### src/rtl/ordered_list_engine_core_defines.svh
// ----------------------------------------------------------------------------
// Ordered list engine assertion macros
// Shared concurrent assertion helpers for the ordered list engine RTL.
// ----------------------------------------------------------------------------
`ifndef ORDERED_LIST_ENGINE_CORE_DEFINES_SVH
`define ORDERED_LIST_ENGINE_CORE_DEFINES_SVH

`ifndef ASSERT_OFF
// Check a property on every clock edge outside reset.
`define OLEC_ASSERT(lbl, clk, rst_n, prop, msg) \
    lbl: assert property (@(posedge clk) disable iff (!rst_n) (prop)) else $error(msg);
// Check a property on every clock edge, reset included.
`define OLEC_ASSERT_ALWAYS(lbl, clk, prop, msg) \
    lbl: assert property (@(posedge clk) (prop)) else $error(msg);
`else
`define OLEC_ASSERT(lbl, clk, rst_n, prop, msg)
`define OLEC_ASSERT_ALWAYS(lbl, clk, prop, msg)
`endif

`endif

### src/rtl/olec_pkg.sv
// ----------------------------------------------------------------------------
// Ordered list engine package
// Widths, operation and status codes, and the cell control bundle.
// ----------------------------------------------------------------------------
package olec_pkg;

    localparam int CAPACITY_DEFAULT = 64;
    localparam int DATA_W           = 32;
    localparam int OP_W             = 3;
    localparam int INDEX_W          = 6;
    localparam int COUNT_OUT_W      = 7;
    localparam int STATUS_W         = 2;

    localparam logic [OP_W-1:0] OP_PUSH_FRONT = 3'd0;
    localparam logic [OP_W-1:0] OP_PUSH_BACK  = 3'd1;
    localparam logic [OP_W-1:0] OP_SORTED     = 3'd2;
    localparam logic [OP_W-1:0] OP_READ       = 3'd3;
    localparam logic [OP_W-1:0] OP_CLEAR      = 3'd4;

    localparam logic [STATUS_W-1:0] ST_OK    = 2'd0;
    localparam logic [STATUS_W-1:0] ST_FULL  = 2'd1;
    localparam logic [STATUS_W-1:0] ST_RANGE = 2'd2;

    typedef enum logic [1:0] {
        MODE_HOLD,
        MODE_FRONT,
        MODE_BACK,
        MODE_SORT
    } cell_mode_t;

    typedef struct packed {
        cell_mode_t mode;
        logic       descending;
    } cell_ctrl_t;

endpackage

### src/rtl/olec_cell.sv
// ----------------------------------------------------------------------------
// Ordered list engine cell
// One list position: holds its entry and forwards search results rightward.
// ----------------------------------------------------------------------------
module olec_cell #(
    parameter int POS   = 0,
    parameter int CNT_W = 7
) (
    input  logic                               clk,
    input  olec_pkg::cell_ctrl_t               ctrl,
    input  logic signed [olec_pkg::DATA_W-1:0] value,
    input  logic [olec_pkg::INDEX_W-1:0]       index,
    input  logic [CNT_W-1:0]                   count,
    input  logic signed [olec_pkg::DATA_W-1:0] left_data,
    input  logic                               left_found,
    input  logic signed [olec_pkg::DATA_W-1:0] left_rd,
    output logic signed [olec_pkg::DATA_W-1:0] data,
    output logic                               found,
    output logic signed [olec_pkg::DATA_W-1:0] rd
);
    import olec_pkg::*;

    logic signed [DATA_W-1:0] data_reg;
    logic signed [DATA_W-1:0] data_next;
    logic signed [DATA_W-1:0] rd_reg;
    logic signed [DATA_W-1:0] rd_next;
    logic                     found_reg;
    logic                     found_next;
    logic                     occupied;
    logic                     at_count;
    logic                     match;
    logic                     hit;

    assign occupied = 32'(POS) < 32'(count);
    assign at_count = 32'(POS) == 32'(count);
    assign match    = occupied &&
                      (ctrl.descending ? (data_reg <= value) : (data_reg >= value));
    assign hit      = occupied && (32'(index) == 32'(POS));

    // Ripple the first-match flag and the selected entry one cell per cycle.
    assign found_next = left_found | match;
    assign rd_next    = hit ? data_reg : left_rd;

    always_comb
    begin
        unique case (ctrl.mode)
            MODE_FRONT: data_next = left_data;
            MODE_BACK:  data_next = at_count ? value : data_reg;
            MODE_SORT:
            begin
                if (left_found)
                    data_next = left_data;
                else if (match || at_count)
                    data_next = value;
                else
                    data_next = data_reg;
            end
            default:    data_next = data_reg;
        endcase
    end

    always_ff @(posedge clk)
    begin
        data_reg  <= data_next;
        found_reg <= found_next;
        rd_reg    <= rd_next;
    end

    assign data  = data_reg;
    assign found = found_reg;
    assign rd    = rd_reg;

endmodule
### config.mk
export PLATFORM = sky130hd
export DESIGN_NAME = olec_cell
export DESIGN_NICKNAME = d
export VERILOG_FILES = /design/src/rtl/ordered_list_engine_core_defines.svh /design/src/rtl/olec_pkg.sv /design/src/rtl/olec_cell.sv
export SDC_FILE = /design/constraint.sdc
export NUM_CORES = 1
export LEC_CHECK = 0
export BUFFER_PORTS_ARGS = -buffer_cell sky130_fd_sc_hd__buf_2
export CELL_PAD_IN_SITES_DETAIL_PLACEMENT = 0
export CELL_PAD_IN_SITES_GLOBAL_PLACEMENT = 1
export CORE_MARGIN = 2
export CORE_UTILIZATION = 35
export CTS_BUF_LIST = sky130_fd_sc_hd__clkbuf_4 sky130_fd_sc_hd__clkbuf_8
export CTS_CLUSTER_SIZE = 12
export DETAILED_ROUTE_END_ITERATION = 7
export GPL_TIMING_DRIVEN = 0
export PLACE_DENSITY = 0.92
export SETUP_SLACK_MARGIN = 0.15
export SLEW_MARGIN = 25
export SYNTH_ARGS = -nofsm -noshare
export SYNTH_HDL_FRONTEND = slang
export SYNTH_SLANG_ARGS = --single-unit
export TNS_END_PERCENT = 100
### constraint.sdc
create_clock -name clk -period 6.6 [get_ports clk]
set_clock_uncertainty 0.05 [all_clocks]
set_input_delay 0 -clock clk [delete_from_list [all_inputs] [get_ports clk]]
set_output_delay 0 -clock clk [all_outputs]
set_load 0.03 [all_outputs]
[Word-level counts from Yosys, hierarchy flattened]
Index checks and enable logic that the tools add are counted.
Word-level totals
  register bits: 65
  input bits: 114
Cells by class
  order comparisons: 3
  eq/ne operators: 5
  multiplexer cells: 6
  bitwise operators: 1
  reductions and logical operators: 7
Operators with widths (number)
  2-to-1 mux 32 bit: 4
  case mux 32 bit (3 select lines): 1
  >= comparator 32 bit: 1
  less-or-equal comparator 32 bit: 1
  logical NOT 7 bit: 1
  less-than comparator 1 x 7 -> 1 bit, first input constant: 1
  logical NOT 6 bit: 1
  == test 2 bit, second input constant: 2
  != test 3 bit, second input constant: 1
  AND reduction 3 bit: 1
  nonzero test 3 bit: 1
  == test 2 x 1 -> 1 bit, second input constant: 1
  logical AND 1 bit: 2
  != test 2 bit, second input constant: 1
  logical OR 1 bit: 1
  2-to-1 mux 1 bit: 1
  bitwise OR 1 bit: 1

[Logic depth before layout (Yosys ltp)]
Gate-level depths: netlist (run 1).
  word-level depth: 7
  gate-level depth with buffers: 8

[Worst setup path after synthesis (run 1)]
OpenSTA, ideal clock, no wires.
  path kind: register to register
  from: register data_reg[13] (netlist: data[13])
  to: register data_reg[0] (netlist: data[0]), enable pin
  arrival: 4.325 ns
  data required time: 6.080 ns
  slack: 1.755 ns
  stages on the path, launching flop included: 8
  buffers on the path: 0
  cell sequence: edfxtp_1 > ha_1 > a21o_1 > a21o_1 > a221o_1 > o311ai_1 > o31ai_1 > a211oi_1
On the way
  cells in the longest elaborated chain, start to end: 6
  elaborated cells between the ends (all ways): 7
  those cells by class: order compare: 2; eq/ne: 1; mux: 1; reduce/logical: 3
RTL lines
  from (decl): RTL line olec_cell.sv:23  | logic signed [DATA_W-1:0] data_reg;
  from (signal assigned): RTL line olec_cell.sv:64  | data_reg <= data_next;
  >= comparator 32 bit or less-or-equal comparator 32 bit (tied branches): RTL line olec_cell.sv:37  | (ctrl.descending ? (data_reg <= value) : (data_reg >= value));
  2-to-1 mux 1 bit *: RTL line olec_cell.sv:37
  logical AND 1 bit *: RTL line olec_cell.sv:36  | assign match = occupied &&
  logical OR 1 bit *: RTL line olec_cell.sv:53  | else if (match || at_count)
  != test 3 bit (no source line) *
  AND reduction 3 bit (no source line) *
Mark *: on every way between the ends. The rest lies on a longest branch, timed or not.
A chain may end at the register's enable or synchronous reset.

[Worst setup path after layout (run 1)]
  from: register data_reg[13] (netlist: data[13])
  to: register data_reg[18] (netlist: data[18]), enable pin
Same word-level chain as after synthesis.

==> run metrics, run 1 <==
drt first-iter violations 53; DRC Markers 0; synth top area cells edfxtp_1 (28%), mux2_2 (20%), dfxtp_1 (19%); hold path start left_found; post-DP HPWL 6870 microns; GRT Util Overall 19.7%; clk slew on worst S/H paths 70 ps; largest fanout on the critical path 14; Rel. slew slack 50.5%; Syn Nets 413; Crit. End Element flop; Hold Vio Cnt, Final 0; CP Cell Sequence ha_1 -> nand4_1 -> nor4_4 -> a311oi_1 -> o311ai_1 -> o31ai_1 -> a211oi_4 -> buf_6; Final #Nets 702; Final ANT Viol Nets 0; max frequency 300 MHz; Vias/cell 4.59; Least-Margin Pin Slew 741 ps; Period Utilization, post-route 50.5%; number of diodes 0; FILL cells 798; unrepaired setup endpoints after global routing false; fin crit period 3330 ps; Port Buffer Count 178; FF+latch count, synth 65; hold slack 87.0 ps; Buf/Inv on CP 1; First-pass DRT Iterations 4; ys async rst share 0%; Hold Path Stages 4; initial antenna violation count 0; CP arrival 3330 ps; area of the die 10500 sq um; top cell type's share of synthesized area 28.2%; r2r endpoint data[18]; Layout area overhead 67.4%; Synth top cells by count mux2_2 (62), dfxtp_1 (33), inv_1 (33); vias in the first global route 3353; Chip Width 103 microns; CTS Buf Count 9; Die Y 103 microns; cell taking the most area after synthesis edfxtp_1; dpl ws 3250 ps; H-tree depth 3; CTS Buffer Depth 2; Gate Count Post-Synth 267; Starting Density 35.5%; leakage 2.67 nW; Slew Viols, Final 0; peak supply drop 0.125 mV; Crit path max-delay family compound AO/OA/AOI/OAI gates; critical path required time 6600 ps; Seq/Total Area, Yosys 47.6%; critical path class reg2reg; cell with the most instances after synthesis mux2_2; Synth Cell Area 3410 sq um; Max Cap Viol 0; routed via count 3187; CTS tree yes; Setup violations, final 0; PwrDens 207 nW/um^2; Routed WL per cell 15.1 microns; clk_lat worst skew 350 ps; yosys warns 0; site row count 36; Placer Congestion 0.717; clk sinks 65; I/O pins 179; first-pass GRT wire length 15500 microns; final worst slack 3270 ps; post-CTS sizing 0; setup TNS 0 ps; grt total ovfl 0; Max stage delay cell, worst path a211oi_4; Slowest Stage Delay on Critical Path 670 ps; reg-to-reg slack, setup 3270 ps; Min-Delay Endpoint found; Worst setup SP type flop; Yosys cell types 38; clk root buf clkbuf_8; share of cells above drive strength 1 48.7%; R2R depth 8; Syn Area/Cell 12.8 sq um; outcome completed; EDFF count, synth 32; core area 9590 sq um; largest net degree at the start of global routing 15; R2R Path Start data[13]; worst min-delay path category in2reg; drt total wl 10500 microns; Post-synth top flop dfxtp_1
-- kinds of logic (layout without fill, tap and decap cells) --
kind of cell	Yosys count	count (layout)	share of synthesized area (%)
AO/OA/AOI/OAI	34	34	6.94
XOR/XNOR	1	1	0.257
adder cells (fa/ha/maj)	32	32	11.7
buffers and inverters	39	333	5.03
flip-flops	65	65	47.6
multiplexers	64	64	21.1
AND/OR/NAND/NOR	32	32	7.31
-- final cells by class --
type                       instances  area, sq um  share of cell area (%)
clock inverter                     3         63.8                    1.12
tap                              133          166                    2.92
clock buffer                      13          160                    2.81
buffer                             6         47.5                   0.833
multi-input combinational        163         1630                    28.5
timing repair buffer             278         1890                    33.2
inverter                          33          124                    2.17
sequential                        65         1620                    28.4
-- how the worst max path moves through the flow --
stage                  start  endpoint  slack [ps]  cells past startpoint
floorplan           data[13]   data[0]        1750                      7
global placement    data[13]  data[17]         280                      7
detailed placement  data[13]  data[13]        3250                      8
CTS                 data[13]  data[18]        3240                      8
global route        data[15]  data[18]        3070                      8
finish              data[13]  data[18]        3270                      8
-- placed cells by master, fill, tap and decap left out, types with 2 or more instances in the layout --
cell type and instances:
a211oi_1 2, a21o_1 3, a21oi_1 12, a311oi_1 2, buf_2 180, buf_6 5
bufinv_16 2, clkbuf_4 3, clkbuf_8 10, dfxtp_1 33, dlygate4sd3_1 98, edfxtp_1 32
ha_1 32, inv_1 33, mux2_1 2, mux2_2 62, nand2_1 7, nand3_1 4
nand4_1 5, nor2_1 3, nor3_1 2, nor4_4 3, o211ai_1 2, o21ai_0 3
or4_4 2
-- stage by stage --
stage | instances | total power, mW | instance area, sq um | utilization [%]
after floorplan | 267 | 0.643 | 3410 | -
after global placement | 578 | 0.730 | 4470 | 46.5
after detailed placement | 580 | 0.739 | 4500 | 46.9
after CTS | 694 | 1.18 | 5710 | 59.5
after global routing | 694 | 1.23 | 5710 | 59.5
final | 694 | 1.18 | 5710 | 59.5
-- report_power, final --
group	leakage, nW	internal, mW	switching (mW)	total (mW)
registers	0.589	0.461	0.0182	0.479
logic	1.96	0.147	0.162	0.309
clock network	0.116	0.235	0.155	0.390
-- worst reg2reg max path: stages, from the launching register on --
cell      delay, ps
edfxtp_1        420
ha_1            340
nand4_1         220
nor4_4          470
a311oi_1        250
o311ai_1        150
o31ai_1         160
a211oi_4        670
buf_6           280
-- repair_timing --
item | in CTS | in global routing
hold buffers | 98 | 0
setup buffers | 0 | 0
endpoints found under the hold margin | 64 | 0
-- per-layer routing --
metal	routed length [microns]	vias up	track usage (%)
met4	200	0	7.28
met3	669	19	5.15
met5	0	-	0
met1	4200	1473	21.2
met2	5390	130	36.7
li1	-	1565	-
No activity file was read; power rests on OpenSTA's default activity.
==> inputs of run 2 (changes only) <==
Settings changed: ABC_AREA from default to 1, CORE_UTILIZATION 35 to 34, PLACE_DENSITY 0.92 to 0.93.
Clock period 6.6 ns to 3.2 ns, I/O delays scaled along.
==> run 2 against run 1 <==
Compared with the run above:
- die area is 2.8% higher
- wire length is 4.0% higher
- clock power is 82% higher
- final cell count is 9.2% higher
- area after synthesis hardly changed
- cell area is 1.1% lower
- critical path type unchanged
- highest routed layer unchanged
==> run metrics, run 2 <==
leakage 2.91 nW; post-CTS sizing 0; commonest non-fill, non-tap cells in the layout buf_2 (178), dlygate4sd3_1 (95), nand2_1 (76); I/O pins 179; area of the die 10800 sq um; max frequency 364 MHz; critical path class reg2reg; fin area 5650 sq um; ys async rst share 0%; clk_lat worst skew 340 ps; synth top area cells edfxtp_1 (28%), dfxtp_1 (19%), mux2_4 (12%); Seq/Total Area, Yosys 47.6%; hold_buf cts 95; Max Cap Viol 0; Layout area overhead 65.8%; EDFF count, synth 32; peak supply drop 0.169 mV; CTS Buf Count 9; drt first-iter violations 141; clk sinks 65; CTS tree yes; top cell type's share of synthesized area 28.2%; unrepaired setup endpoints after global routing false; Period Utilization, post-route 85.8%; routed via count 3423; final worst slack 454 ps; FF+latch count, synth 65; cell taking the most area after synthesis edfxtp_1; Routed WL per cell 14.3 microns; FILL cells 854; first-pass GRT wire length 17200 microns; CTS Buffer Depth 2; core area 9730 sq um; Yosys cell types 20; post-DP HPWL 7490 microns; Placer Congestion 0.774; leading cell type in the layout, fill and taps excluded buf_2; drt total wl 10900 microns; worst min-delay path category in2reg; Starting Density 35.0%; largest net degree at the start of global routing 18; Worst setup SP type flop; Final ANT Viol Nets 0; GRT Util Overall 20.1%; Final #Nets 766; post-route core utilization 58.0%; Post-synth top flop dfxtp_1; Slew Viols, Final 0; vias in the first global route 3651; largest fanout on the critical path 17; First-pass DRT Iterations 4; Setup violations, final 0; postcts setup bufs 0; Placed Area 4500 sq um; site row count 36; Least-Margin Pin Slew 645 ps; dpl ws 450 ps; Synth Cell Area 3410 sq um; Chip Width 104 microns; Syn Nets 481; fin cells 758; clk slew on worst S/H paths 80 ps; H-tree depth 3; DRC Markers 0; share of cells above drive strength 1 37.4%; initial antenna violation count 0; PwrDens 408 nW/um^2; Die Y 104 microns; Rel. slew slack 56.9%; outcome completed; critical path required time 3190 ps; Syn Area/Cell 10.2 sq um; Port Buffer Count 178; PnR Total Power 2.31 mW; grt total ovfl 0; CP arrival 2730 ps; number of diodes 0; Crit. End Element flop; fin crit period 2750 ps; Hold Vio Cnt, Final 0; cell with the most instances after synthesis nand2_1; clk root buf clkbuf_8; Gate Count Post-Synth 335; yosys warns 0; Synth top cells by count nand2_1 (76), inv_1 (43), o21ai_0 (34); dpl cells 647; Vias/cell 4.52
-- run 2: cell types whose count changed after synthesis, sizes merged, moves of 3 or more --
cell,before,now
nor2,4,15
inv,33,43
o21ai,3,34
a211oi,3,0
o211ai,3,0
clkbuf,1,6
a21oi,12,15
nand4,6,3
mux2,64,32
nand2,7,76
-- run 2: final cells by class --
cell class / count / area, sq um / share of cell area (%)
multi-input cells: 218 / 1570 / 27.9
plain buffers: 9 / 56.3 / 0.997
well taps: 133 / 166 / 2.95
inverters: 43 / 161 / 2.86
clock buffers: 11 / 139 / 2.46
repair buffers: 274 / 1870 / 33.1
clock inverters: 5 / 57.6 / 1.02
flip-flops and latches: 65 / 1620 / 28.7
-- run 2: layer usage --
metal	up-vias	track usage (%)	routed length [microns]
met5	-	0	0
met4	0	4.73	59
met3	5	5.51	615
met2	122	37.1	5700
met1	1599	23.0	4500
li1	1697	-	-
-- run 2: logic make-up (layout without fill, tap and decap cells) --
group | count (synthesis) | in the layout | share of synthesized area [%]
mux | 32 | 32 | 13.7
xor+xnor | 1 | 1 | 0.257
simple gates | 101 | 101 | 12.5
flops | 65 | 65 | 47.6
buf+inv | 52 | 342 | 6.39
compound gates | 52 | 52 | 7.86
fa+ha+maj | 32 | 32 | 11.8
-- run 2: report_power, final --
| part | internal, mW | switching [mW] |
|---|---|---|
| sequential | 0.945 | 0.0366 |
| combinational | 0.288 | 0.326 |
| clock | 0.376 | 0.332 |
| total | 1.61 | 0.695 |
-- run 2: through the flow --
| step | setup TNS (ps) | hold WS (ps) |
|---|---|---|
| floorplan | 0 | 53.8 |
| global placement | -6350 | 161 |
| detailed placement | 0 | 164 |
| CTS | 0 | 1.94 |
| global route | 0 | 2.48 |
| finish | 0 | 9.44 |
-- run 2: worst max-delay path: stages, from the launching register on --
cell      delay [ps]
edfxtp_1         430
ha_1             320
a21oi_1          140
o21ai_0          120
a21oi_1          210
nand2_1          100
nand2_1           80
nand3_1           90
nand4_1          110
nor2_1            70
nor2_4           500
buf_16           230
-- run 2: worst paths after layout --
kind | startpoint | to | slack (ps) | cells after the start
setup / recovery | data[15] | data[15] | 450 | 11
hold / removal | value[20] | data[20] | 9 | 3
setup reg to reg | data[15] | data[15] | 450 | 11
hold reg to reg | data[4] | rd[4] | 490 | 1
==> inputs of run 3 (changes only) <==
Settings changed: REMOVE_ABC_BUFFERS from default to 1.
==> run 3 against run 2 <==
Compared with the run above:
- cell area increased by 0.22%
- largest cell class unchanged
- clock power rose by 7.8%
- setup slack gained 280 ps
- critical path depth grew 1
- global-route usage shrank 1.7 points
==> run metrics, run 3 (same netlist as run 2, synthesis figures left out) <==
outcome completed; hold path start value[22]; R2R Path Start data[31]; area of the die 10800 sq um; CTS Buf Count 9; commonest non-fill, non-tap cells in the layout buf_2 (178), dlygate4sd3_1 (94), nand2_1 (75); Hold Vio Cnt, Final 0; share of cells above drive strength 1 38.1%; largest fanout on the critical path 14; number of diodes 0; Slew Viols, Final 0; peak supply drop 0.199 mV; Starting Density 35.0%; Placer Congestion 0.778; clk root buf clkbuf_8; CP arrival 2460 ps; sequential power share 41.6%; Hold Path Stages 3; leakage 2.93 nW; Period Utilization, post-route 77.2%; clk sinks 65; drt first-iter violations 125; CTS tree yes; setup TNS 0 ps; Final #Nets 760; CTS Buffer Depth 2; R2R depth 12; worst min-delay path category in2reg; hold slack 19.2 ps; CP startpoint data[31]; Worst setup SP type flop; critical path required time 3200 ps; Die Y 104 microns; routed via count 3333; dpl cells 639; core area 9730 sq um; Routed WL per cell 13.4 microns; Port Buffer Count 178; leading cell type in the layout, fill and taps excluded buf_2; unrepaired setup endpoints after global routing false; clk slew on worst S/H paths 70 ps; Least-Margin Pin Slew 701 ps; Max Cap Viol 0; GRT Util Overall 18.4%; First-pass DRT Iterations 4; P_int 1.68 mW; initial antenna violation count 0; vias in the first global route 3442; largest net degree at the start of global routing 34; PwrDens 416 nW/um^2; Vias/cell 4.43; dpl ws 315 ps; clock power share 32.4%; Rel. slew slack 53.3%; Layout area overhead 66.1%; drt total wl 10100 microns; site row count 36; critical path class reg2reg; post-CTS sizing 0; DRC Markers 0; clk_lat worst skew 340 ps; Chip Width 104 microns; post-DP HPWL 6610 microns; final worst slack 731 ps; grt total ovfl 0; switching share of power 28.8%; Net Switching 678 uW; fin cells 752; Final ANT Viol Nets 0; Crit. End Element flop; Setup violations, final 0; H-tree depth 3; max frequency 405 MHz; Logic pwr share 26.0%; fin crit period 2470 ps; first-pass GRT wire length 15900 microns; I/O pins 179
[run 3: layout make-up]
type / instances / area, sq um
fillers: 841 / 4070
repair buffers: 277 / 1910
flip-flops and latches: 65 / 1620
multi-input cells: 218 / 1580
clock buffers: 14 / 180
well taps: 133 / 166
inverters: 43 / 161
clock inverters: 2 / 35.0
[run 3: critical path: stages (launching register included)]
cell      delay [ps]
edfxtp_1         420
ha_1             350
nand2_1           90
nor2_1           150
nand2_1          110
nor2_1           210
nand2_1          110
nand2_1           60
nand2_1           70
nand4_1           90
nor2_1            80
nor2_4           190
buf_8            190
[run 3: worst paths after layout]
| kind | endpoint | slack [ps] |
|---|---|---|
| max | data[17] | 730 |
| min | data[22] | 20 |
| max reg2reg | data[17] | 730 |
| min reg2reg | rd[4] | 490 |
[run 3: power groups by stage]
stage                     Sequential [mW]  Clock [mW]  Combinational [mW]
final                               0.979       0.764               0.613
after global routing                0.987       0.821               0.671
after CTS                           0.980       0.781               0.601
after detailed placement            0.998           0               0.493
after global placement              0.997           0               0.476
after floorplan                      1.12           0               0.184
[run 3: what timing repair did]
action	in CTS	in global routing
endpoints found under the hold margin	65	0
hold buffers	94	0
setup buffers	0	3
endpoints found under the setup margin	0	13
[run 3: layer usage]
metal	track usage, %	up-vias	part of all wire [%]
li1	-	1681	-
met1	20.6	1526	41
met2	34.4	115	53
met3	3.38	11	5.0
met4	6.66	0	1.5
met5	0	-	0
[run 3: metrics by stage]
step                      cell area (sq um)  power, mW  util (%)
after global placement                 4410       1.47      45.3
after CTS                              5620       2.36      57.8
after global routing                   5660       2.48      58.2
after floorplan                        3350       1.30         -
final                                  5660       2.36      58.2
after detailed placement               4470       1.49      45.9
